**config.mk**
```make
export PLATFORM = sky130hd
export DESIGN_NAME = ff_out
export DESIGN_NICKNAME = d
export VERILOG_FILES = /design/src/hw/rtl/ff_pkg.sv /design/src/hw/rtl/ff_out.sv
export SDC_FILE = /design/constraint.sdc
export NUM_CORES = 1
export LEC_CHECK = 0
export BUFFER_PORTS_ARGS = -buffer_cell sky130_fd_sc_hd__buf_2
export CAP_MARGIN = 20
export CORE_ASPECT_RATIO = 0.9
export CORE_MARGIN = 10
export CORE_UTILIZATION = 39
export DETAILED_ROUTE_END_ITERATION = 10
export PLACE_DENSITY = 0.79
export SYNTH_ARGS = -nofsm -noshare
export SYNTH_HDL_FRONTEND = slang
export SYNTH_SLANG_ARGS = --single-unit
export TNS_END_PERCENT = 30
```
**constraint.sdc**
```tcl
create_clock -name clk -period 1.2 [get_ports clk]
set_clock_uncertainty 0.05 [all_clocks]
set_input_delay 0 -clock clk [delete_from_list [all_inputs] [get_ports clk]]
set_output_delay 0 -clock clk [all_outputs]
set_load 0.01 [all_outputs]
```
**src/hw/rtl/ff_pkg.sv**
```systemverilog
`default_nettype none

package ff_pkg;

  // queue geometry
  localparam int DEPTH       = 8;
  localparam int FRAME_BYTES = 64;

  // fixed field widths
  localparam int CMD_W   = 2;
  localparam int BYTE_W  = 8;
  localparam int STAT_W  = 2;
  localparam int FLEN_W  = 7;
  localparam int LEVEL_W = 4;

  // derived widths
  localparam int SLOT_W = (DEPTH > 1) ? $clog2(DEPTH) : 1;
  localparam int CNT_W  = $clog2(DEPTH + 1);
  localparam int LEN_W  = $clog2(FRAME_BYTES + 1);
  localparam int OFF_W  = $clog2(FRAME_BYTES + 2);
  localparam int STORE_DEPTH = DEPTH * FRAME_BYTES;
  localparam int ADDR_W = (STORE_DEPTH > 1) ? $clog2(STORE_DEPTH) : 1;

  // input commands
  typedef enum logic [CMD_W-1:0] {
    CMD_PUSH = 2'd0,
    CMD_END  = 2'd1,
    CMD_POP  = 2'd2
  } cmd_t;

  // result status codes
  typedef enum logic [STAT_W-1:0] {
    ST_OK    = 2'd0,
    ST_FULL  = 2'd1,
    ST_LONG  = 2'd2,
    ST_EMPTY = 2'd3
  } status_t;

  // sequencer states
  typedef enum logic [1:0] {
    S_IDLE,
    S_LEN,
    S_BYTE
  } fsm_state_t;

  // one result item
  typedef struct packed {
    status_t             status;
    logic [BYTE_W-1:0]   out_byte;
    logic                byte_valid;
    logic                last;
    logic [FLEN_W-1:0]   frame_len;
    logic [LEVEL_W-1:0]  level;
  } res_t;

  // frame store port request
  typedef struct packed {
    logic              we;
    logic [ADDR_W-1:0] waddr;
    logic [BYTE_W-1:0] wdata;
    logic              re;
    logic [ADDR_W-1:0] raddr;
  } store_req_t;

  // length table port request
  typedef struct packed {
    logic              we;
    logic [SLOT_W-1:0] waddr;
    logic [LEN_W-1:0]  wdata;
    logic              re;
    logic [SLOT_W-1:0] raddr;
  } len_req_t;

  // byte address of an offset within a slot
  function automatic logic [ADDR_W-1:0] slot_addr(input logic [SLOT_W-1:0] slot,
                                                  input logic [OFF_W-1:0] off);
    logic [ADDR_W+SLOT_W+OFF_W-1:0] full;
    full = (ADDR_W+SLOT_W+OFF_W)'(slot) * (ADDR_W+SLOT_W+OFF_W)'(FRAME_BYTES)
         + (ADDR_W+SLOT_W+OFF_W)'(off);
    return full[ADDR_W-1:0];
  endfunction

  // ring pointer advance
  function automatic logic [SLOT_W-1:0] ptr_inc(input logic [SLOT_W-1:0] p);
    logic [SLOT_W-1:0] r;
    if (p == SLOT_W'(DEPTH - 1)) begin
      r = '0;
    end else begin
      r = p + SLOT_W'(1);
    end
    return r;
  endfunction

endpackage

`default_nettype wire

```
**src/hw/rtl/ff_out.sv**
```systemverilog
`default_nettype none

module ff_out
  import ff_pkg::*;
(
  input  wire logic  clk,
  input  wire logic  rst_n,
  input  wire logic  res_valid,
  input  wire res_t  res,
  output      logic  ld_ok,
  output      logic  out_valid,
  input  wire logic  out_ready,
  output      res_t  out_res
);

  logic valid_r;
  res_t res_r;

  // register is free when empty or being drained
  assign ld_ok     = !valid_r || out_ready;
  assign out_valid = valid_r;
  assign out_res   = res_r;

  // valid flag
  always_ff @(posedge clk) begin
    if (!rst_n) begin
      valid_r <= 1'b0;
    end else if (ld_ok) begin
      valid_r <= res_valid;
    end
  end

  // result payload
  always_ff @(posedge clk) begin
    if (ld_ok && res_valid) begin
      res_r <= res;
    end
  end

endmodule

`default_nettype wire
```
### Word level (Yosys, flattened, before mapping)

Cells that the tools add are included.

* reductions and logical operators: 3

Operators with widths (number)
* $logic_and 1x1->1: 1
* $logic_not 1->1: 1
* $logic_or 1x1->1: 1

* bits in registers: 24
* input bits: 27
* output and inout bits: 25
* logic and storage cells: 10

### Depth between registers and ports, before layout

* word-level depth: 3
* gate-level depth with buffers: 2
* mapped depth without buffers: 2

### Worst setup path after synthesis

OpenSTA, ideal clock, no wires.

* path type: flip-flop to flip-flop
* from: reg valid_r, in the netlist out_valid
* to: reg res_r, in the netlist out_res[0] (enable)
* arrival time: 0.734 ns
* data required time: 0.826 ns
* path slack: 0.092 ns
* stages on the path, launching flop included: 3
* path buffers: 0
* path through: dfxtp_1 > nand2b_4 > and2_4

* word-level cells in the longest chain between the ends: 3

Ends and longest elaborated chain
* start, declared: line ff_out.sv:16 `logic valid_r;`
* start signal, assigned: line ff_out.sv:29 `valid_r <= res_valid;`
* $logic_not 1->1: line ff_out.sv:20 `assign ld_ok = !valid_r || out_ready;`
* $logic_or 1x1->1: line ff_out.sv:20
* named net ld_ok: line ff_out.sv:10 `output logic ld_ok,`
* $logic_and 1x1->1: line ff_out.sv:35 `if (ld_ok && res_valid) begin`
* end signal, assigned: line ff_out.sv:36 `res_r <= res;`
* end, declared: line ff_out.sv:17 `res_t res_r;`

The timed path passes the listed nets, and every way through them passes these cells.
A chain may end at the register's enable or synchronous reset.

### Final worst setup path

* from: reg valid_r, in the netlist out_valid
* to: reg res_r, in the netlist out_res[16] (enable)

* word-level cells in the longest chain between the ends: 3

Ends and longest elaborated chain (line)
* $logic_not 1->1: ff_out.sv:20
* $logic_or 1x1->1: ff_out.sv:20
* $logic_and 1x1->1: ff_out.sv:35

No other way between the ends.

==> results.py <==
metrics = {
    "run_status": {
        "status": "complete, no violations",
    },
    "power": {
        "pwr-share-comb": 0.141,
        "switching_share": 0.217,
        "vdd_drop_max_mv": 0.793,
        "report.power.total_mw": 1.56,
        "power_density_nw_per_um2": 1180,
        "p_int_mw": 1.22,
        "p_leak_nw": 0.576,
        "clkPwrFrac": 0.225,
        "switchingPower_mw": 0.337,
        "pwr-share-seq": 0.635,
    },
    "yosys": {
        "ys_warn_count": 0,
        "syn-mean-instance-area_sq_um": 26.7,
        "syn_nets": 55,
        "synth_cells": 28,
        "syn_area_sq_um": 748,
        "yosysSeqAreaShare": 0.950,
        "ys_seq_elements": 24,
        "ys_types": 6,
    },
    "cells_and_area": {
        "layout_common_cells": "buf_2 (51), dlygate4sd3_1 (26), edfxtp_1 (23)",
        "fin_cells": 133,
        "fin_nets": 137,
        "diodes": 0,
        "layout-drive-gt1-share": 0.523,
        "finish.utilization": 0.754,
        "regArea_sq_um": 711,
        "final_common_cell": "buf_2",
        "multiInputGateArea_sq_um": 33.8,
        "num-fill-cells": 112,
        "area_delta_synth_final_pct": 76.4,
    },
    "sta": {
        "period_share": 0.937,
        "grt_setup_unrepaired": "no",
        "drv_slew": 0,
        "worst_slew_pin_slew_ps": 287,
        "setup_tns_ps": 0,
        "max_freq_mhz": 889,
        "hold_viol_final": 0,
        "final.min_clock_period_ps": 1120,
        "slew_headroom": 0.809,
        "hold_ws_ps": 354,
        "setup_viol": 0,
    },
    "clocking": {
        "h-tree-depth": 1,
        "cts_sinks": 24,
        "cts_resized": 0,
        "clk_pin_slew_ps": 130,
        "cts_made_buffers": 3,
        "cts_tree": "done",
        "clock_path_buffers": 2,
        "insertion_delay_ps": 300,
        "cts_root_buf": "clkbuf_4",
    },
    "worst_hold_path": {
        "holdPathEnd": "out_res[15]",
        "hold_depth": 2,
        "holdCritPathClass": "primary input to flip-flop",
        "hold_start": "res[15]",
    },
    "floorplanning": {
        "die_y_um": 61.6,
        "num_rows": 14,
        "die_area_sq_um": 4070,
        "start_util": 0.427,
        "pin_count": 52,
        "die_w_um": 66.2,
        "core-area_sq_um": 1750,
    },
    "global_routing": {
        "first_global_vias": 610,
        "grt_max_degree": 24,
        "grt.overflow.total": 0,
        "grt_usage": 0.122,
        "antenna_found_initial": 0,
        "grt_pass1_wl_mm": 3.66,
    },
    "setup_path": {
        "slowest_stage": "dfxtp_1",
        "rr_endpoint": "out_res[16]",
        "crit_chain": "nand2b_4 > and2_4",
        "cp.arrival_ps": 1070,
        "required_ps": 1150,
        "crit_path_end_kind": "flip-flop",
        "rr_worst_depth": 2,
        "rr_startpoint": "out_valid",
        "cp_slowest_stage_delay_ps": 360,
        "cp_num_cells": 2,
        "startpoint_type": "flip-flop",
        "path_max_fanout": 23,
        "critPathBufInv": 0,
        "regToRegSetupSlack_ps": 80,
        "critPathKind": "flip-flop to flip-flop",
        "crit_family": "simple AND/OR/NAND/NOR gates",
    },
    "route": {
        "wl_per_cell_um": 18.5,
        "wl_mm": 2.46,
        "drtAntennaViolNets": 0,
        "drtIter0Drc": 12,
        "drcViolationCount": 0,
        "routed_via_density": 4.25,
        "dr.pass1.iters": 2,
        "vias": 565,
    },
    "place": {
        "dpl.cell_count": 103,
        "place_congestion": 0.718,
        "portBuffers": 51,
    },
    "job": {
        "cap_viol_max_count": 0,
    },
}
## metrics by stage
| step | area [sq um] | setup slack (ps) |
|---|---|---|
| after floorplan | 748 | 92.0 |
| after global placement | 1030 | 114 |
| after detailed placement | 1030 | 95.6 |
| after CTS | 1320 | 76.7 |
| after global routing | 1320 | 16.5 |
| final | 1320 | 75.7 |
## how the worst max path moves through the flow
stage | slack, ps | start | end
4_1_cts | 80 | out_ready | out_res[15]
3_5_place_dp | 100 | out_valid | out_res[16]
6_report | 80 | out_valid | out_res[16]
2_1_floorplan | 90 | out_valid | out_res[0]
3_3_place_gp | 110 | out_valid | out_res[18]
5_1_grt | 20 | out_valid | out_res[9]
## logic make-up after synthesis
logic type,after synthesis,share of synthesized area
flops,24,0.950
simple gates,2,0.0301
compound gates,1,0.0150
buf+inv,1,0.00501
## power groups by stage
stage	clock [mW]	combinational, mW	sequential [mW]
after CTS	0.335	0.215	0.986
after floorplan	0	0.0247	1.03
after global routing	0.396	0.235	0.991
after detailed placement	0	0.148	1.00
after global placement	0	0.145	1.00
final	0.349	0.219	0.987
## synth_stat cells
cell / instances / area [sq um]
a21boi_2: 1 / 11.3
and2_4: 1 / 8.76
dfxtp_1: 1 / 20.0
edfxtp_1: 23 / 691
inv_1: 1 / 3.75
nand2b_4: 1 / 13.8
## layer usage
metal  part of all wire  GRT usage  routed length [um]  vias to the layer above
met5                  0          0                   0                        -
met4              0.022     0.0627                  53                        0
met3              0.039     0.0200                  96                        4
met2               0.61      0.236                1490                       15
met1               0.33      0.125                 821                      277
li1                   -          -                   -                      269
## flip-flops by register name, indices dropped and copies added (netlist names)
signal	cells
out_res	23
out_valid	1
## area by class of cell
class                   count  share of cell area
well taps                  24              0.0227
multi-input cells           3              0.0256
clock buffers               3              0.0171
repair buffers             77               0.391
flip-flops and latches     24               0.538
inverters                   1             0.00284
clock inverters             1             0.00284
## what timing repair did
item                                   CTS  global route
hold buffers                            26             0
endpoints found under the hold margin   24             0
setup buffers                            0             0
(Power assumes the default switching activity.)
