[config.mk]
export PLATFORM = sky130hd
export DESIGN_NAME = ff_ram
export DESIGN_NICKNAME = d
export VERILOG_FILES = /design/src/hw/rtl/ff_ram.sv
export SDC_FILE = /design/constraint.sdc
export NUM_CORES = 1
export LEC_CHECK = 0
export BUFFER_PORTS_ARGS = -buffer_cell sky130_fd_sc_hd__buf_2
export CORE_MARGIN = 2
export CORE_UTILIZATION = 25
export CTS_CLUSTER_DIAMETER = 80
export DETAILED_ROUTE_END_ITERATION = 7
export SLEW_MARGIN = 20
export SYNTH_ARGS = -nofsm -noshare
export SYNTH_HDL_FRONTEND = slang
export SYNTH_SLANG_ARGS = --single-unit
[constraint.sdc]
create_clock -name clk -period 1.58 [get_ports clk]
set_input_delay 0.079 -clock clk [delete_from_list [all_inputs] [get_ports clk]]
set_output_delay 0.079 -clock clk [all_outputs]
set_load 0.03 [all_outputs]
[src/hw/rtl/ff_ram.sv]
`default_nettype none

module ff_ram #(
  parameter int WIDTH   = 8,
  parameter int ENTRIES = 16
) (
  input  wire logic                               clk,
  input  wire logic                               we,
  input  wire logic [$clog2(ENTRIES)-1:0]         waddr,
  input  wire logic [WIDTH-1:0]                   wdata,
  input  wire logic                               re,
  input  wire logic [$clog2(ENTRIES)-1:0]         raddr,
  output      logic [WIDTH-1:0]                   rdata
);

  logic [WIDTH-1:0] mem [ENTRIES];

  // write port and registered read, read data holds when not enabled
  always_ff @(posedge clk) begin
    if (we) begin
      mem[waddr] <= wdata;
    end
    if (re) begin
      rdata <= mem[raddr];
    end
  end

endmodule

`default_nettype wire

* Yosys cells after proc, flatten, opt, wreduce, memory -nomap -nowiden *
Memories as Yosys holds them, arrays and structs flattened. A register that Yosys moved wholly into a read port is not among the register bits.
Cells that the tools add are included.

operators by class
  muxes and demuxes = 2

operator list
  kind               number
  two-way mux 1 bit  2

word-level totals
  bits in registers = 0
  memory bits (writable) = 128
  input port bits = 19
  output and inout port bits = 8
  word-level logic and storage cells = 3
  memories kept = 1

memory list
  name  depth  bits a word  read ports  clocked after Yosys merged registers in  wr ports  RTL line  text
  mem   16     8            1           1                                        1         16        logic [WIDTH-1:0] mem [ENTRIES];

* Depth between registers and ports, before layout *
Gate-level depths: netlist (run 1).

  depth in word-level cells = 2
  gate-level depth with buffers = 5

* Least setup slack after synthesis (run 1) *
Ideal clock, no wire load.

  path type = in2reg
  start = input port waddr[2]
  end = memory mem[0][0] (enable)
  library setup time = 0.383 ns
  arrival = 1.189 ns
  data required time = 1.197 ns
  path slack = 0.008 ns
  cell stages on the path = 2
  cells stage by stage = or3b_2 nor3_1

RTL lines
  element             RTL line  text
  start: declaration  9         input wire logic [$clog2(ENTRIES)-1:0] waddr,
  end: declaration    16

Straight into the memory's write port.

==> impl_metrics.py, run 1 <==
metrics = {
    "final_layout": {
        "num_antenna_cells": 0,
        "final-seq-area_mm2": 0.00408,
        "multi_input_area_mm2": 0.00107,
        "nets": 307,
        "syn_to_final_growth_pct": 23.2,
        "fillers": 1951,
        "drive_above_1_share": 0.339,
        "final_cells": 571,
    },
    "timing": {
        "fin_ws_ns": 0.0620,
        "worst_pin_slew_ns": 0.429,
        "fmax_ghz": 0.659,
        "finalCritPeriodShare": 0.961,
        "fin_skew_ns": 0.00780,
        "drv_slew": 0,
        "finalSetupViolCount": 0,
        "min_period_ns": 1.52,
        "slew_headroom": 0.714,
        "rsz0062_at_grt": "false",
        "hold_viol": 0,
    },
    "clocking": {
        "cts-hold-fix-buffers": 0,
        "cts_buffers": 17,
        "clkTransAtPathRegs_ns": 0.06,
        "clockBufferDepth": 2,
        "clk-insertion-delay-late_ns": 0.42,
        "cts_root_buffer": "clkbuf_16",
        "tritoncts": "done",
        "post-cts-setup-buffer-count": 0,
        "htree_levels": 4,
        "cts.sinks": 136,
    },
    "setup_path": {
        "crit_required_ns": 1.72,
        "path_max_fanout": 1,
        "startpoint_type": "register",
        "path_class": "register to register",
        "endpoint_kind": "register",
        "arrival_ns": 1.66,
        "cp-startpoint": "mem[6][0]",
        "timing.rr.start": "mem[6][0]",
    },
    "routing": {
        "vias_per_cell": 4.43,
        "firstDrtPassIters": 4,
        "dr.first_iter.drc_count": 234,
        "wl_um": 10700,
        "post_drt_wl_per_cell_um": 18.8,
        "drtAntennaViolNets": 0,
        "vias": 2532,
        "drc": 0,
    },
    "pwr": {
        "ir_worst_vdd_mv": 0.816,
        "pwr-share-seq": 0.481,
        "switchingPower_mw": 1.76,
        "p_per_area_mw_per_mm2": 1320,
        "swShare": 0.208,
        "p_clk_frac": 0.468,
        "combinationalPowerShare": 0.051,
        "p_int_mw": 6.73,
        "leakage_nw": 2.13,
    },
    "synthesis": {
        "synth_mux_area_frac": 0.148,
        "synthXorXnorAreaFrac": 0,
        "ys_ff_latch": 136,
        "synth_sequential_area_ratio": 0.781,
        "yosys.area_share.simple": 0.0314,
        "synthAdderAreaFrac": 0,
        "synth-warning-count": 0,
        "synth_nets": 248,
        "syn_inst": 229,
        "avgSynthCellArea_um2": 22.8,
        "synth_top_family_by_area": "multiplexers",
        "yosysUniqueCellTypes": 18,
        "netlist_area_mm2": 0.00523,
        "synth_compound_area_frac": 0.0230,
    },
    "place": {
        "portBuffers": 26,
        "hpwl_um": 6960,
        "dpl_worst_slack_ns": -0.125,
        "gp_congestion": 0.731,
        "placed_cells": 539,
    },
    "floorplanning": {
        "die_w_um": 149,
        "fp-row-count": 52,
        "start_util": 0.257,
        "coreArea_mm2": 0.0204,
        "pin_count": 27,
        "dieArea_mm2": 0.0221,
        "die_h_um": 149,
    },
    "global_routing": {
        "grt_pass1_wl_um": 16000,
        "grt_util_all_layers": 0.103,
        "grt_max_degree": 27,
        "grt-ovfl-total": 0,
        "grt_pass1_vias": 2624,
        "antenna_found_initial": 0,
    },
    "min_path": {
        "hp-class": "primary input to register",
        "hp-start": "re",
    },
    "status": {
        "outcome": "completed",
    },
    "run": {
        "max_cap_viol_count": 0,
    },
}
-- cell type report --
cell class / instances / area share
clock buffers: 18 / 0.0666
repair buffers: 50 / 0.0540
well taps: 270 / 0.0525
flip-flops and latches: 136 / 0.634
multi-input cells: 83 / 0.166
clock inverters: 14 / 0.0270
-- power groups by stage --
| stage | Combinational, mW | Clock, mW | Sequential [mW] |
|---|---|---|---|
| finish | 0.431 | 3.97 | 4.09 |
| detailed placement | 0.433 | 0 | 4.16 |
| floorplan | 0.205 | 0 | 4.19 |
| global route | 0.465 | 4.22 | 4.09 |
| global placement | 0.423 | 0 | 4.16 |
| CTS | 0.435 | 4.02 | 4.09 |
-- cells by family after synthesis --
group / Yosys count
buffers and inverters: 10
AND/OR/NAND/NOR: 35
multiplexers: 32
AO/OA/AOI/OAI: 16
flip-flops: 136
-- synth_stat cells --
library cell,number,area (um^2)
mux4_1,14,368
clkdlybuf4s25_2,3,30.0
nand3_1,1,5.00
nor2_1,13,48.8
nand2b_1,2,12.5
nor3_1,4,20.0
and2_1,1,6.26
nor2b_1,1,6.26
a22oi_1,16,120
and2b_1,1,7.51
buf_4,1,7.51
buf_6,3,33.8
buf_2,3,15.0
or3b_2,1,8.76
mux4_2,18,405
nand2_1,9,33.8
nand3b_1,2,15.0
edfxtp_1,136,4080
-- timing repair --
| action | CTS | global route |
|---|---|---|
| gates resized for setup | 1 | 1 |
| endpoints found under the hold margin | 0 | 0 |
| setup endpoints to repair | 1 | 1 |
-- metal layers --
| metal | GRT usage | share of wire | wire, um | vias to the layer above |
|---|---|---|---|---|
| met5 | 0 | 0 | 0 | - |
| met3 | 0.0334 | 0.085 | 910 | 10 |
| met2 | 0.145 | 0.44 | 4740 | 106 |
| met1 | 0.149 | 0.46 | 4980 | 1319 |
| li1 | - | - | - | 1097 |
| met4 | 0.0357 | 0.010 | 109 | 0 |
-- sequential cells by signal, summed over array words and instances, names as in the netlist --
| signal | cells |
|---|---|
| rdata | 8 |
| mem | 128 |
-- worst max-delay path, stage by stage (launching register included) --
cell,delay [ns]
edfxtp_1,0.36
mux4_1,0.57
a22oi_2,0.17
nand2_1,0.14
-- placed cells by master, fill, tap and decap left out, types with 3 or more instances in the layout --
master and count:
clkinvlp_4 4, nor2_1 13, mux4_2 18, nor3_1 4
nand2_1 9, mux4_1 14, buf_12 3, edfxtp_1 136
buf_2 26, inv_6 3, a22oi_1 14, buf_4 21
bufinv_16 3, clkbuf_16 17
-- worst paths after layout --
| check | endpoint | slack (ns) | depth (start not counted) |
|---|---|---|---|
| max reg2reg | rdata[0] | 0.06 | 3 |
| max | rdata[0] | 0.06 | 3 |
| min reg2reg | rdata[7] | 0.77 | 3 |
| min | rdata[7] | 0.04 | 1 |
-- through the flow --
step           total power [mW]  hold slack, ns   util  instance area, um^2  setup TNS (ns)
5_1_grt                    8.77          0.0180  0.316                 6440               0
3_5_place_dp               4.60           0.458  0.286                 5830          -0.287
6_report                   8.49          0.0403  0.316                 6440               0
2_1_floorplan              4.40           0.178      -                 5230               0
3_3_place_gp               4.58           0.459  0.286                 5830          -0.258
4_1_cts                    8.55          0.0191  0.316                 6430               0
Power figures use the tool's default switching activity.
==> run 2, diff against run 1 <==
- CORE_UTILIZATION: 25 -> 29
==> run 2 against run 1 <==
Sequential power barely moved. Die area fell by 13%. Flip-flop and latch count did not move. Critical endpoint is now rdata[3]. Largest power group unchanged.
==> impl_metrics.py, run 2 (synthesized netlist as in run 1, its figures left out) <==
metrics = {
    "clocking": {
        "cts-hold-fix-buffers": 0,
        "htree_levels": 4,
        "clockBufferDepth": 2,
        "cts_root_buffer": "clkbuf_16",
        "clkTransAtPathRegs_ns": 0.05,
        "cts.sinks": 136,
        "post-cts-setup-buffer-count": 0,
        "clk-insertion-delay-late_ns": 0.41,
        "tritoncts": "done",
        "cts_buffers": 17,
    },
    "floorplanning": {
        "die_w_um": 138,
        "start_util": 0.293,
        "dieArea_mm2": 0.0191,
        "die_h_um": 138,
        "pin_count": 27,
        "fp-row-count": 49,
        "coreArea_mm2": 0.0178,
    },
    "timing": {
        "fin_skew_ns": 0.00693,
        "finalSetupViolCount": 0,
        "worst_pin_slew_ns": 0.407,
        "slew_headroom": 0.729,
        "hold_viol": 0,
        "min_period_ns": 1.49,
        "fmax_ghz": 0.670,
        "drv_slew": 0,
        "fin_ws_ns": 0.0869,
        "rsz0062_at_grt": "false",
        "finalCritPeriodShare": 0.945,
    },
    "place": {
        "placed_cells": 508,
        "dpl_worst_slack_ns": -0.212,
        "portBuffers": 26,
        "hpwl_um": 6950,
        "gp_congestion": 0.734,
    },
    "routing": {
        "vias_per_cell": 4.62,
        "drc": 0,
        "wl_um": 10500,
        "vias": 2488,
        "post_drt_wl_per_cell_um": 19.6,
        "dr.first_iter.drc_count": 270,
        "drtAntennaViolNets": 0,
        "firstDrtPassIters": 4,
    },
    "global_routing": {
        "grt_util_all_layers": 0.117,
        "grt_max_degree": 33,
        "grt_pass1_wl_um": 16100,
        "antenna_found_initial": 0,
        "grt_pass1_vias": 2648,
        "met1_usage": 0.161,
        "use_met3": 0.0398,
        "grt-ovfl-total": 0,
        "grt.met2_usage": 0.173,
        "grt_busiest_layer": "met2",
    },
    "setup_path": {
        "critical_path.max_stage_delay_ns": 0.50,
        "path_buf_inv": 0,
        "endpoint_kind": "register",
        "path_delay_family": "multiplexers",
        "arrival_ns": 1.65,
        "crit_path_cell_trace": "mux4_1 > a22oi_1 > nand2_1",
        "path_class": "register to register",
        "path_max_fanout": 1,
        "critPathSlowestCell": "mux4_1",
        "crit_required_ns": 1.74,
        "startpoint_type": "register",
    },
    "status": {
        "outcome": "completed",
    },
    "pwr": {
        "combinationalPowerShare": 0.055,
        "p_int_mw": 6.54,
        "p_per_area_mw_per_mm2": 1260,
        "switchingPower_mw": 1.59,
        "p_clk_frac": 0.441,
        "pwr-share-seq": 0.504,
        "leakage_nw": 2.17,
        "swShare": 0.195,
        "ir_worst_vdd_mv": 0.844,
        "design_power_total_mw": 8.12,
    },
    "run": {
        "max_cap_viol_count": 0,
    },
    "final_layout": {
        "layout_commonest_cell": "edfxtp_1",
        "drive_above_1_share": 0.333,
        "largest_reg_flops": 128,
        "largest-register": "mem",
        "nets": 317,
        "num_antenna_cells": 0,
        "syn_to_final_growth_pct": 22.9,
        "final_cells": 538,
        "reg.largest.list": "mem (128), rdata (8)",
        "final_cell_mix": "136 x edfxtp_1, 29 x buf_4, 26 x buf_2",
    },
    "min_path": {
        "hp-class": "primary input to register",
    },
}
[run 2: layout make-up]
type                       instances  area, um^2
tap                              229         287
clock inverter                     6        76.3
timing repair buffer              60         448
multi-input combinational         83        1080
clock buffer                      24         452
sequential                       136        4080
fill                            1624       11400
[run 2: metal layers]
| metal | vias up | part of all wire |
|---|---|---|
| met4 | 0 | 0.013 |
| met1 | 1296 | 0.48 |
| met2 | 58 | 0.47 |
| met5 | - | 0 |
| met3 | 9 | 0.039 |
| li1 | 1125 | - |
[run 2: path summary, 6_finish.rpt]
check,startpoint,end,slack [ns],cells after the start
setup reg to reg,mem[1][3],rdata[3],0.09,3
setup / recovery,mem[1][3],rdata[3],0.09,3
hold reg to reg,mem[15][7],rdata[7],0.75,3
hold / removal,re,rdata[2],0.04,1
[run 2: repair_timing]
item	in CTS	in global routing
setup endpoints to repair	0	4
hold endpoints to repair	0	0
gates resized for setup	0	4
[run 2: power by group through the flow]
stage	Combinational [mW]	Sequential, mW	Clock, mW
2_1_floorplan	0.205	4.19	0
3_3_place_gp	0.435	4.16	0
3_5_place_dp	0.445	4.16	0
4_1_cts	0.446	4.09	3.66
5_1_grt	0.482	4.10	3.84
6_report	0.446	4.09	3.59
[run 2: stage by stage]
| step | hold WS, ns | setup TNS [ns] | utilization | instance area, um^2 |
|---|---|---|---|---|
| 2_1_floorplan | 0.178 | 0 | - | 5230 |
| 6_report | 0.0398 | 0 | 0.360 | 6420 |
| 3_3_place_gp | 0.457 | -0.341 | 0.329 | 5880 |
| 4_1_cts | 0.0282 | 0 | 0.359 | 6400 |
| 3_5_place_dp | 0.469 | -0.430 | 0.329 | 5880 |
| 5_1_grt | 0.0324 | 0 | 0.360 | 6420 |
