[src/hw/rtl/ff_pkg.sv]
`default_nettype none

package ff_pkg;

  // queue geometry
  localparam int DEPTH       = 8;
  localparam int FRAME_BYTES = 64;

  // fixed field widths
  localparam int CMD_W   = 2;
  localparam int BYTE_W  = 8;
  localparam int STAT_W  = 2;
  localparam int FLEN_W  = 7;
  localparam int LEVEL_W = 4;

  // derived widths
  localparam int SLOT_W = (DEPTH > 1) ? $clog2(DEPTH) : 1;
  localparam int CNT_W  = $clog2(DEPTH + 1);
  localparam int LEN_W  = $clog2(FRAME_BYTES + 1);
  localparam int OFF_W  = $clog2(FRAME_BYTES + 2);
  localparam int STORE_DEPTH = DEPTH * FRAME_BYTES;
  localparam int ADDR_W = (STORE_DEPTH > 1) ? $clog2(STORE_DEPTH) : 1;

  // input commands
  typedef enum logic [CMD_W-1:0] {
    CMD_PUSH = 2'd0,
    CMD_END  = 2'd1,
    CMD_POP  = 2'd2
  } cmd_t;

  // result status codes
  typedef enum logic [STAT_W-1:0] {
    ST_OK    = 2'd0,
    ST_FULL  = 2'd1,
    ST_LONG  = 2'd2,
    ST_EMPTY = 2'd3
  } status_t;

  // sequencer states
  typedef enum logic [1:0] {
    S_IDLE,
    S_LEN,
    S_BYTE
  } fsm_state_t;

  // one result item
  typedef struct packed {
    status_t             status;
    logic [BYTE_W-1:0]   out_byte;
    logic                byte_valid;
    logic                last;
    logic [FLEN_W-1:0]   frame_len;
    logic [LEVEL_W-1:0]  level;
  } res_t;

  // frame store port request
  typedef struct packed {
    logic              we;
    logic [ADDR_W-1:0] waddr;
    logic [BYTE_W-1:0] wdata;
    logic              re;
    logic [ADDR_W-1:0] raddr;
  } store_req_t;

  // length table port request
  typedef struct packed {
    logic              we;
    logic [SLOT_W-1:0] waddr;
    logic [LEN_W-1:0]  wdata;
    logic              re;
    logic [SLOT_W-1:0] raddr;
  } len_req_t;

  // byte address of an offset within a slot
  function automatic logic [ADDR_W-1:0] slot_addr(input logic [SLOT_W-1:0] slot,
                                                  input logic [OFF_W-1:0] off);
    logic [ADDR_W+SLOT_W+OFF_W-1:0] full;
    full = (ADDR_W+SLOT_W+OFF_W)'(slot) * (ADDR_W+SLOT_W+OFF_W)'(FRAME_BYTES)
         + (ADDR_W+SLOT_W+OFF_W)'(off);
    return full[ADDR_W-1:0];
  endfunction

  // ring pointer advance
  function automatic logic [SLOT_W-1:0] ptr_inc(input logic [SLOT_W-1:0] p);
    logic [SLOT_W-1:0] r;
    if (p == SLOT_W'(DEPTH - 1)) begin
      r = '0;
    end else begin
      r = p + SLOT_W'(1);
    end
    return r;
  endfunction

endpackage

`default_nettype wire

[src/hw/rtl/ff_ctrl.sv]
`default_nettype none

module ff_ctrl
  import ff_pkg::*;
(
  input  wire logic               clk,
  input  wire logic               rst_n,
  input  wire logic               in_valid,
  output      logic               in_ready,
  input  wire logic [CMD_W-1:0]   in_cmd,
  input  wire logic [BYTE_W-1:0]  in_byte,
  input  wire logic               ld_ok,
  output      logic               res_valid,
  output      res_t               res,
  output      store_req_t         st_req,
  input  wire logic [BYTE_W-1:0]  st_rdata,
  output      len_req_t           len_req,
  input  wire logic [LEN_W-1:0]   len_rdata
);

  fsm_state_t        state_r, state_nxt;
  logic [SLOT_W-1:0] head_r, head_nxt;
  logic [SLOT_W-1:0] tail_r, tail_nxt;
  logic [CNT_W-1:0]  count_r, count_nxt;
  logic [OFF_W-1:0]  build_r, build_nxt;
  logic [SLOT_W-1:0] slot_r, slot_nxt;
  logic [LEN_W-1:0]  len_r, len_nxt;
  logic [OFF_W-1:0]  idx_r, idx_nxt;

  logic              acc;
  logic [LEN_W-1:0]  len_clamp;
  logic              byte_last;

  assign in_ready  = (state_r == S_IDLE) && ld_ok;
  assign acc       = in_valid && in_ready;
  assign len_clamp = (len_rdata > LEN_W'(FRAME_BYTES)) ? LEN_W'(FRAME_BYTES) : len_rdata;
  assign byte_last = ((idx_r + OFF_W'(1)) == OFF_W'(len_r));

  // next state
  always_comb begin
    state_nxt = state_r;
    case (state_r)
      S_IDLE: begin
        if (acc && (in_cmd == CMD_POP) && (count_r != '0)) begin
          state_nxt = S_LEN;
        end
      end
      S_LEN: begin
        if (len_clamp != '0) begin
          state_nxt = S_BYTE;
        end else if (ld_ok) begin
          state_nxt = S_IDLE;
        end
      end
      S_BYTE: begin
        if (ld_ok && byte_last) begin
          state_nxt = S_IDLE;
        end
      end
      default: state_nxt = S_IDLE;
    endcase
  end

  // datapath, memory requests and results
  always_comb begin
    head_nxt  = head_r;
    tail_nxt  = tail_r;
    count_nxt = count_r;
    build_nxt = build_r;
    slot_nxt  = slot_r;
    len_nxt   = len_r;
    idx_nxt   = idx_r;
    st_req    = '0;
    len_req   = '0;
    res_valid = 1'b0;
    res       = '0;
    res.last  = 1'b1;
    res.level = LEVEL_W'(count_r);
    case (state_r)
      S_IDLE: begin
        if (acc) begin
          case (in_cmd)
            CMD_PUSH: begin
              if (build_r < OFF_W'(FRAME_BYTES)) begin
                if (count_r < CNT_W'(DEPTH)) begin
                  st_req.we    = 1'b1;
                  st_req.waddr = slot_addr(tail_r, build_r);
                  st_req.wdata = in_byte;
                end
                build_nxt = build_r + OFF_W'(1);
              end else begin
                build_nxt = OFF_W'(FRAME_BYTES + 1);
              end
            end
            CMD_END: begin
              build_nxt = '0;
              res_valid = 1'b1;
              if (count_r >= CNT_W'(DEPTH)) begin
                res.status = ST_FULL;
              end else if (build_r > OFF_W'(FRAME_BYTES)) begin
                res.status = ST_LONG;
              end else begin
                len_req.we    = 1'b1;
                len_req.waddr = tail_r;
                len_req.wdata = LEN_W'(build_r);
                tail_nxt      = ptr_inc(tail_r);
                count_nxt     = count_r + CNT_W'(1);
                res.status    = ST_OK;
                res.frame_len = FLEN_W'(build_r);
                res.level     = LEVEL_W'(count_r + CNT_W'(1));
              end
            end
            CMD_POP: begin
              if (count_r == '0) begin
                res_valid  = 1'b1;
                res.status = ST_EMPTY;
              end else begin
                len_req.re    = 1'b1;
                len_req.raddr = head_r;
                slot_nxt      = head_r;
                head_nxt      = ptr_inc(head_r);
                count_nxt     = count_r - CNT_W'(1);
              end
            end
            default: begin
            end
          endcase
        end
      end
      S_LEN: begin
        // length is back: empty frame answers at once, else fetch first byte
        if (len_clamp == '0) begin
          if (ld_ok) begin
            res_valid  = 1'b1;
            res.status = ST_OK;
          end
        end else begin
          st_req.re    = 1'b1;
          st_req.raddr = slot_addr(slot_r, '0);
          len_nxt      = len_clamp;
          idx_nxt      = '0;
        end
      end
      S_BYTE: begin
        // hand the fetched byte over and prefetch the next one
        if (ld_ok) begin
          res_valid      = 1'b1;
          res.status     = ST_OK;
          res.out_byte   = st_rdata;
          res.byte_valid = 1'b1;
          res.last       = byte_last;
          res.frame_len  = FLEN_W'(len_r);
          if (!byte_last) begin
            st_req.re    = 1'b1;
            st_req.raddr = slot_addr(slot_r, idx_r + OFF_W'(1));
            idx_nxt      = idx_r + OFF_W'(1);
          end
        end
      end
      default: begin
      end
    endcase
  end

  // control registers
  always_ff @(posedge clk) begin
    if (!rst_n) begin
      state_r <= S_IDLE;
      head_r  <= '0;
      tail_r  <= '0;
      count_r <= '0;
      build_r <= '0;
    end else begin
      state_r <= state_nxt;
      head_r  <= head_nxt;
      tail_r  <= tail_nxt;
      count_r <= count_nxt;
      build_r <= build_nxt;
    end
  end

  // pop context
  always_ff @(posedge clk) begin
    slot_r <= slot_nxt;
    len_r  <= len_nxt;
    idx_r  <= idx_nxt;
  end

endmodule

`default_nettype wire

[config.mk]
export PLATFORM = sky130hd
export DESIGN_NAME = ff_ctrl
export DESIGN_NICKNAME = d
export VERILOG_FILES = /design/src/hw/rtl/ff_pkg.sv /design/src/hw/rtl/ff_ctrl.sv
export SDC_FILE = /design/constraint.sdc
export NUM_CORES = 1
export LEC_CHECK = 0
export BUFFER_PORTS_ARGS = -buffer_cell sky130_fd_sc_hd__buf_4
export CAP_MARGIN = 25
export CORE_MARGIN = 2
export CORE_UTILIZATION = 40
export CTS_BUF_LIST = sky130_fd_sc_hd__clkbuf_2 sky130_fd_sc_hd__clkbuf_4 sky130_fd_sc_hd__clkbuf_8
export DETAILED_ROUTE_END_ITERATION = 8
export GPL_ROUTABILITY_DRIVEN = 0
export HOLD_SLACK_MARGIN = 0.06
export MAX_ROUTING_LAYER = met4
export PLACE_DENSITY = 0.67
export SYNTH_ARGS = -nofsm -noshare
export SYNTH_HDL_FRONTEND = slang
export SYNTH_SLANG_ARGS = --single-unit
[constraint.sdc]
create_clock -name clk -period 4.9 [get_ports clk]
set_input_delay 0.49 -clock clk [delete_from_list [all_inputs] [get_ports clk]]
set_output_delay 0.49 -clock clk [all_outputs]
set_load 0.05 [all_outputs]
# == Word-level counts from Yosys, hierarchy flattened ==
# Index checks and enable logic that the tools add are counted.
# W data, S select, Z words.
# op_classes
addsub,8
order_cmp,5
mux,54
n_reduce_logical,21
n_eq_ne,16
bitwise_logic,4
# op_table
operator,count
$mux W18,5
$mux W11,7
$pmux W7 S2,3
$mux W10,4
$mux W7,5
$mux W15,2
$mux W4,6
$pmux W10 S2,1
$add A9 B7 Y9,2
$mux W17,1
$mux W2,8
$add A7 B1 Y7 const B,2
$gt A7 B7 Y1 const B,2
$ne A2 B2 Y1 const B,7
$pmux W2 S2,2
$pmux W4 S2,1
$reduce_and A4 Y1,2
$eq A7 B7 Y1,1
$logic_not A7 Y1,1
$lt A7 B7 Y1 const B,1
$reduce_bool A7 Y1,1
$add A3 B1 Y3 const B,2
$eq A3 B3 Y1 const B,2
$mux W3,2
22 further kinds,38
# word_totals
output_inout_bits,68
reg_bits,36

# == Logic depth before layout (Yosys ltp) ==
# Gate-level depths: netlist of run 1.
# logic_depth
word_depth,7
depth_mapped,9

# == Least setup slack after synthesis of run 1 ==
# OpenSTA, ideal clock, no wires.
# synth_timing
path_kind,reg-to-output
startpoint,register state_r[0]
endpoint,output port st_req[0] (netlist name)
t_required_ns,4.410
t_arrival_ns,3.124
path_stages_with_launch,8
path_slack_ns,1.286
cell_sequence,dfxtp_1 -> inv_1 -> ha_1 -> inv_1 -> nor2_1 -> a21boi_4 -> inv_2 -> nor3_1
# synth_lines
item,line_no,source
from (decl),ff_ctrl.sv:21,"fsm_state_t state_r, state_nxt;"
from (signal assigned),ff_ctrl.sv:174,state_r <= state_nxt;
to (decl),ff_ctrl.sv:15,"output store_req_t st_req,"

==> metrics.txt, run 1 <==
status finished, final reports clean; Max Clock Freq around 0.31 GHz; top cell type's share of synthesized area 0.188; Filler cells between 600 and 700; compound-gate portion of the synthesized area 0.117; Clock Sink Count 36; first-pass GRT wire length ~11 mm; H-tree Lvls 2; worst-path maximum fanout 14; VDD IR max between 150 and 200 uV; DP Area 0.00347 mm^2; final hold vios 0; WS Path Type flop to output pin; commonest non-fill, non-tap cell in the layout buf_4; clock transition at the registers of the reported paths around 80 ps; die width about 86 um; synthesized area per cell 8.97 um^2; Tmin final roughly 3200 ps; Post-DRT Antenna Nets 0; Netlist Area Pre-Place about 0.0027 mm^2; postcts setup bufs 0; Max clock buf depth 2; port bufs 96; mux cell area share after synthesis 0.0185; # DRC 0; Initial DRT Pass Iterations 4; Worst Clk Skew roughly 10 ps; Detail Placement HPWL approximately 5.5 mm; Hold Buf Count CTS 0; Synthesis Warnings 0; unrepaired setup endpoints after global routing false; I/O pin total 97; Resized cells post-CTS 0; Slowest Stage Delay on Critical Path slightly above 800 ps; synth top area cells edfxtp_1 (19%), dfxtp_1 (14%), ha_1 (9.2%); Skew-Pair Late Insertion Delay 280 ps; TNS Setup 0 ps; Total GRT Usage 0.188; Yosys reg bits 36; slew margin rel. 0.310; CTS root buffer clkbuf_8; ANT cells 0; area leader, netlist edfxtp_1; Layout area overhead 32.1%; Power Dens Cells roughly 240 mW/mm^2; simple-gate share of the synthesized area 0.321; Congestion Overflow GR 0; worst hold slack roughly 450 ps; initial core utilization 0.419; layout cells sized above 1 0.305; Synth cell types 51; Critical Path Source Type flop; max-capacitance violation count 0; main combinational cell family by area after synthesis simple AND/OR/NAND/NOR gates; DRT iter0 DRCs ~110; cell area after layout 0.00358 mm^2; DR WL/cell roughly 14 um; Seq/Total Area, Yosys 0.329; final WL between 6 and 7 mm; pin count of the biggest net entering global routing 21; final slew viol count 0; initial antenna violation count 0; # setup viols final 0; Rows 29; Die Y around 86 um; xor and xnor area share after synthesis 0.0758; most frequent cells in the layout buf_4 (96), and2_1 (29), nand2_1 (21), ha_1 (20), dfxtp_1 (19); via count 2441; actual slew at the worst max-slew pin between 1000 and 1500 ps; Hold/Removal Path Class input port to flop; CORE AREA roughly 0.0065 mm^2; die area about 0.0074 mm^2; post-synthesis cell count 302; Final Cycle Share 0.658; Synth Area in Adders 0.0924; worst endpoint data arrival time 2740 ps; CP max-delay cell nor3_1; CTS tree done; Post-Syn Nets 351; fin nets between 400 and 500; Pleak around 1.6 nW; critical path, cell by cell inv_1, ha_1, and3_1, nand2_1, nor3_1, and2_1, buf_4; Data required, critical path 4410 ps; DR vias/cell 5.19; CP Buf/Inv Count 2; TritonCTS Buffers 5; CP Capture Type output pin; Top delay family on crit path simple AND/OR/NAND/NOR gates; number of global-route vias before repair 2345
-- sequential cells by signal, summed over array words and instances (netlist names) --
name and cells:
build_r 7, slot_r 3, state_r 2, count_r 4, len_r 7, tail_r 3, idx_r 7, head_r 3
-- logic make-up (layout without fill, tap and decap cells) --
logic type / Yosys count / count (layout)
and+or+nand+nor: 143 / 143
AOI/OAI and AO/OA: 47 / 47
DFF: 36 / 36
buffers and inverters: 31 / 122
adders and majority gates: 20 / 20
xor gates and xnor gates: 20 / 20
muxes: 5 / 5
-- cell type report --
class / count / area [um^2] / share of cell area
multi-input cells: 235 / 1690 / 0.473
flip-flops and latches: 36 / 891 / 0.249
repair buffers: 96 / 721 / 0.201
well taps: 77 / 96.3 / 0.0269
clock buffers: 5 / 68.8 / 0.0192
inverters: 18 / 67.6 / 0.0189
clock inverters: 3 / 42.5 / 0.0119
-- power breakdown --
| part | leakage (nW) | internal (mW) | switching, mW |
|---|---|---|---|
| registers | 0.309 | 0.341 | 0.0218 |
| clock network | 0.0541 | 0.151 | 0.111 |
| logic | 1.27 | 0.0919 | 0.137 |
| total | 1.63 | 0.583 | 0.270 |
-- stage by stage --
| stage | util | std cells | setup WS [ps] | power (mW) |
|---|---|---|---|---|
| 2_1_floorplan | - | 302 | 1290 | 0.532 |
| 3_3_place_gp | 0.537 | 462 | 1980 | 0.596 |
| 3_5_place_dp | 0.537 | 462 | 1890 | 0.599 |
| 4_1_cts | 0.554 | 470 | 1590 | 0.860 |
| 5_1_grt | 0.554 | 470 | 1250 | 0.898 |
| 6_report | 0.554 | 470 | 1670 | 0.853 |
-- synthesized netlist by cell type, drive strengths merged --
cell / n
and2: 29
nand2: 21
ha: 20
dfxtp: 19
inv: 18
edfxtp: 17
nor2b: 17
nor2: 16
nor3: 14
a21oi: 13
and3: 13
xnor2: 13
clkbuf: 11
nand3: 10
a21o: 9
o21ai: 8
nor4: 7
a31oi: 5
mux2i: 5
xor2: 5
a21boi: 4
a22oi: 3
nor3b: 3
and4: 2
buf: 2
nand3b: 2
or3b: 2
xor3: 2
a211oi: 1
a31o: 1
a41o: 1
and2b: 1
and4b: 1
nand2b: 1
nand4: 1
nor4b: 1
o22ai: 1
o311a: 1
or3: 1
or4: 1
-- worst reg2reg max path: cells and delay by family (launching register included) --
| family | cells | cell delay (ps) |
|---|---|---|
| AOI/OAI and AO/OA | 3 | 970 |
| adders and majority gates | 1 | 530 |
| buffers and inverters | 2 | 210 |
| DFF | 1 | 340 |
| and+or+nand+nor | 1 | 500 |
-- metal layers --
metal	track usage	share of wire	wire, um
met5	-	0	0
met4	0.0298	0.0056	38
met1	0.250	0.47	3210
met2	0.312	0.49	3340
met3	0.0267	0.032	217
-- path summary, 6_finish.rpt --
kind / start / end / slack (ps) / cells after the start
worst max-delay path: state_r[1] / st_req[25] / 1670 / 7
worst min-delay path: len_rdata[6] / len_r[6] / 450 / 1
worst max register to register: state_r[0] / idx_r[2] / 2010 / 7
worst min register to register: head_r[2] / slot_r[2] / 490 / 0
No activity file was read; power rests on OpenSTA's default activity.
==> run 2: changes to the inputs <==
--- a/config.mk
+++ b/config.mk
@@ -14,7 +14,7 @@
 export GPL_ROUTABILITY_DRIVEN = 0
 export HOLD_SLACK_MARGIN = 0.06
 export MAX_ROUTING_LAYER = met4
-export PLACE_DENSITY = 0.67
+export PLACE_DENSITY = 0.69
 export SYNTH_ARGS = -nofsm -noshare
 export SYNTH_HDL_FRONTEND = slang
 export SYNTH_SLANG_ARGS = --single-unit
==> constraint.sdc (replaced) <==
create_clock -name clk -period 2.8 [get_ports clk]
set_input_delay 0.28 -clock clk [delete_from_list [all_inputs] [get_ports clk]]
set_output_delay 0.28 -clock clk [all_outputs]
set_load 0.05 [all_outputs]
==> run 2 against run 1 <==
Critical endpoint is now st_req[5]. Die area stayed put. Clock-buffer cell count is 1 higher. Non-clock buffer count is 11 higher. Critical path type unchanged.
==> metrics.txt, run 2 (synthesis results as in run 1) <==
critical path, cell by cell ha_2, xnor2_2, xnor2_1, and4b_4, a21boi_4, inv_2, nor3_2, buf_4 (was inv_1, ha_1, and3_1, nand2_1, nor3_1, and2_1, buf_4); DR vias/cell 5.27 (was 5.19); Non-Filler Instances 481 (was 470); Tmin final ~2600 ps; worst endpoint data arrival time 2360 ps (was 2740 ps); number of global-route vias before repair 2339 (was 2345); CP max-delay cell edfxtp_1 (was nor3_1); Filler cells 606 (was 618); Slowest Stage Delay on Critical Path 460 ps (was 820 ps); CTS tree done (unchanged); worst-path maximum fanout 7 (was 14); final slew viol count 0 (unchanged); Skew-Pair Late Insertion Delay 280 ps (about the same); pin count of the biggest net entering global routing 20 (was 21); Pleak 1.70 nW (was 1.63 nW); # DRC 0 (unchanged); unrepaired setup endpoints after global routing false (unchanged); actual slew at the worst max-slew pin 455 ps (was 1030 ps); initial core utilization 0.419 (unchanged); first-pass GRT wire length 11.2 mm (was 11.1 mm); total power of the final layout 1.53 mW (was 0.853 mW); die area 0.00745 mm^2 (unchanged); commonest non-fill, non-tap cell in the layout buf_4 (unchanged); Congestion Overflow GR 0 (unchanged); final WL 7.04 mm (was 6.80 mm); TritonCTS Buffers 5 (unchanged); final hold vios 0 (unchanged); # setup viols final 0 (unchanged); DR WL/cell 14.6 um (was 14.5 um); DRT iter0 DRCs 155 (was 111); Post-Place Cells 471 (was 462); status finished, final reports clean (unchanged); Worst Clk Skew 4.33 ps (was 10.4 ps); CORE AREA 0.00646 mm^2 (unchanged); Rows 29 (unchanged); clock transition at the registers of the reported paths 70 ps (was 80 ps); Hold/Removal Path Class input port to flop (unchanged); Data required, critical path 2520 ps (was 4410 ps); CTS root buffer clkbuf_8 (unchanged); most frequent cells in the layout buf_4 (107), and2_1 (29), nand2_1 (21), ha_1 (19), dfxtp_1 (19) (was buf_4 (96), and2_1 (29), nand2_1 (21), ha_1 (20), dfxtp_1 (19)); H-tree Lvls 2 (unchanged); Power Dens Cells 414 mW/mm^2 (was 238 mW/mm^2); Post-DRT Antenna Nets 0 (unchanged); port bufs 96 (unchanged); CP Capture Type output pin (unchanged); Hold Buf Count CTS 0 (unchanged); FF-to-FF Start idx_r[1] (was state_r[0]); Largest regs build_r (7), idx_r (7), len_r (7) (unchanged); RR Endpoint idx_r[4] (was idx_r[2]); WS Path Type flop to output pin (unchanged); Die Y 86.3 um (unchanged); max-capacitance violation count 0 (unchanged); DP Area 0.00356 mm^2 (was 0.00347 mm^2); ANT cells 0 (unchanged); Total GRT Usage 0.194 (was 0.188); slew margin rel. 0.695 (was 0.310); Detail Placement HPWL 5.52 mm (was 5.45 mm); cell area after layout 0.00370 mm^2 (was 0.00358 mm^2); sequential cell area 891 um^2 (unchanged); Top delay family on crit path flip-flops (was simple AND/OR/NAND/NOR gates); Worst R2R Path Depth 8 (was 7); VDD IR max 221 uV (was 193 uV); Initial DRT Pass Iterations 4 (unchanged); initial antenna violation count 0 (unchanged); Final Cycle Share 0.941; Max clock buf depth 2 (unchanged); Hold EP len_r[6] (unchanged); via count 2535 (was 2441); TNS Setup 0 ps (unchanged); Clock Sink Count 36 (unchanged); HP Start len_rdata[6] (unchanged); Max Clock Freq around 0.38 GHz; Multi-input gate area 0.00173 mm^2 (was 0.00169 mm^2); layout cells sized above 1 0.344 (was 0.305); Critical Path Source Type flop (unchanged); Layout area overhead 36.6% (was 32.1%); CP Buf/Inv Count 2 (unchanged); Reg2Reg Setup Slack 570 ps (was 2010 ps); die width 86.3 um (unchanged); I/O pin total 97 (unchanged); fin nets 452 (was 441); Hold Path Depth 1 (unchanged)
-- run 2: cell count changes in the layout (fill, tap and decap cells not counted), sizes merged --
cell / before / now
buf: 96 / 107
clkbuf: 5 / 6
clkinvlp: 1 / 0
-- run 2: layout make-up --
cell class / instances / area share
clock inverters: 2 / 0.00947
well taps: 77 / 0.0260
multi-input cells: 235 / 0.468
repair buffers: 107 / 0.217
inverters: 18 / 0.0183
clock buffers: 6 / 0.0206
flip-flops and latches: 36 / 0.241
-- run 2: how the worst max path moves through the flow --
stage               start         end  slack [ps]  cells past startpoint
3_3_place_gp     idx_r[1]   st_req[5]         420                      8
2_1_floorplan  state_r[1]  st_req[26]          20                      6
6_report         idx_r[1]   st_req[5]         160                      8
5_1_grt          idx_r[1]   st_req[5]          30                      8
4_1_cts          idx_r[1]   st_req[5]          90                      8
3_5_place_dp     idx_r[1]   st_req[5]         320                      8
-- run 2: layer usage --
layer | wire [um] | up-vias | GRT usage
li1 | - | 1263 | -
met1 | 3170 | 1201 | 0.256
met2 | 3430 | 67 | 0.307
met3 | 385 | 4 | 0.0381
met4 | 48 | 0 | 0.0483
met5 | 0 | - | -
-- run 2: per-stage QoR --
stage	setup WS [ps]	util	hold slack [ps]
floorplan	23.4	-	430
global placement	419	0.552	476
detailed placement	319	0.552	487
CTS	90.5	0.570	229
global route	32.9	0.573	225
finish	165	0.573	243
-- run 2: report_power, final --
group          leakage (nW)  switching [mW]  internal, mW
combinational          1.33           0.255         0.183
clock                0.0586           0.188         0.274
sequential            0.309          0.0370         0.596
-- run 2: what timing repair did --
action / 4_1_cts / 5_1_grt
setup endpoints to repair: 1 / 3
pin swaps: 0 / 1
resized for setup: 1 / 1
buffers inserted: 0 / 1
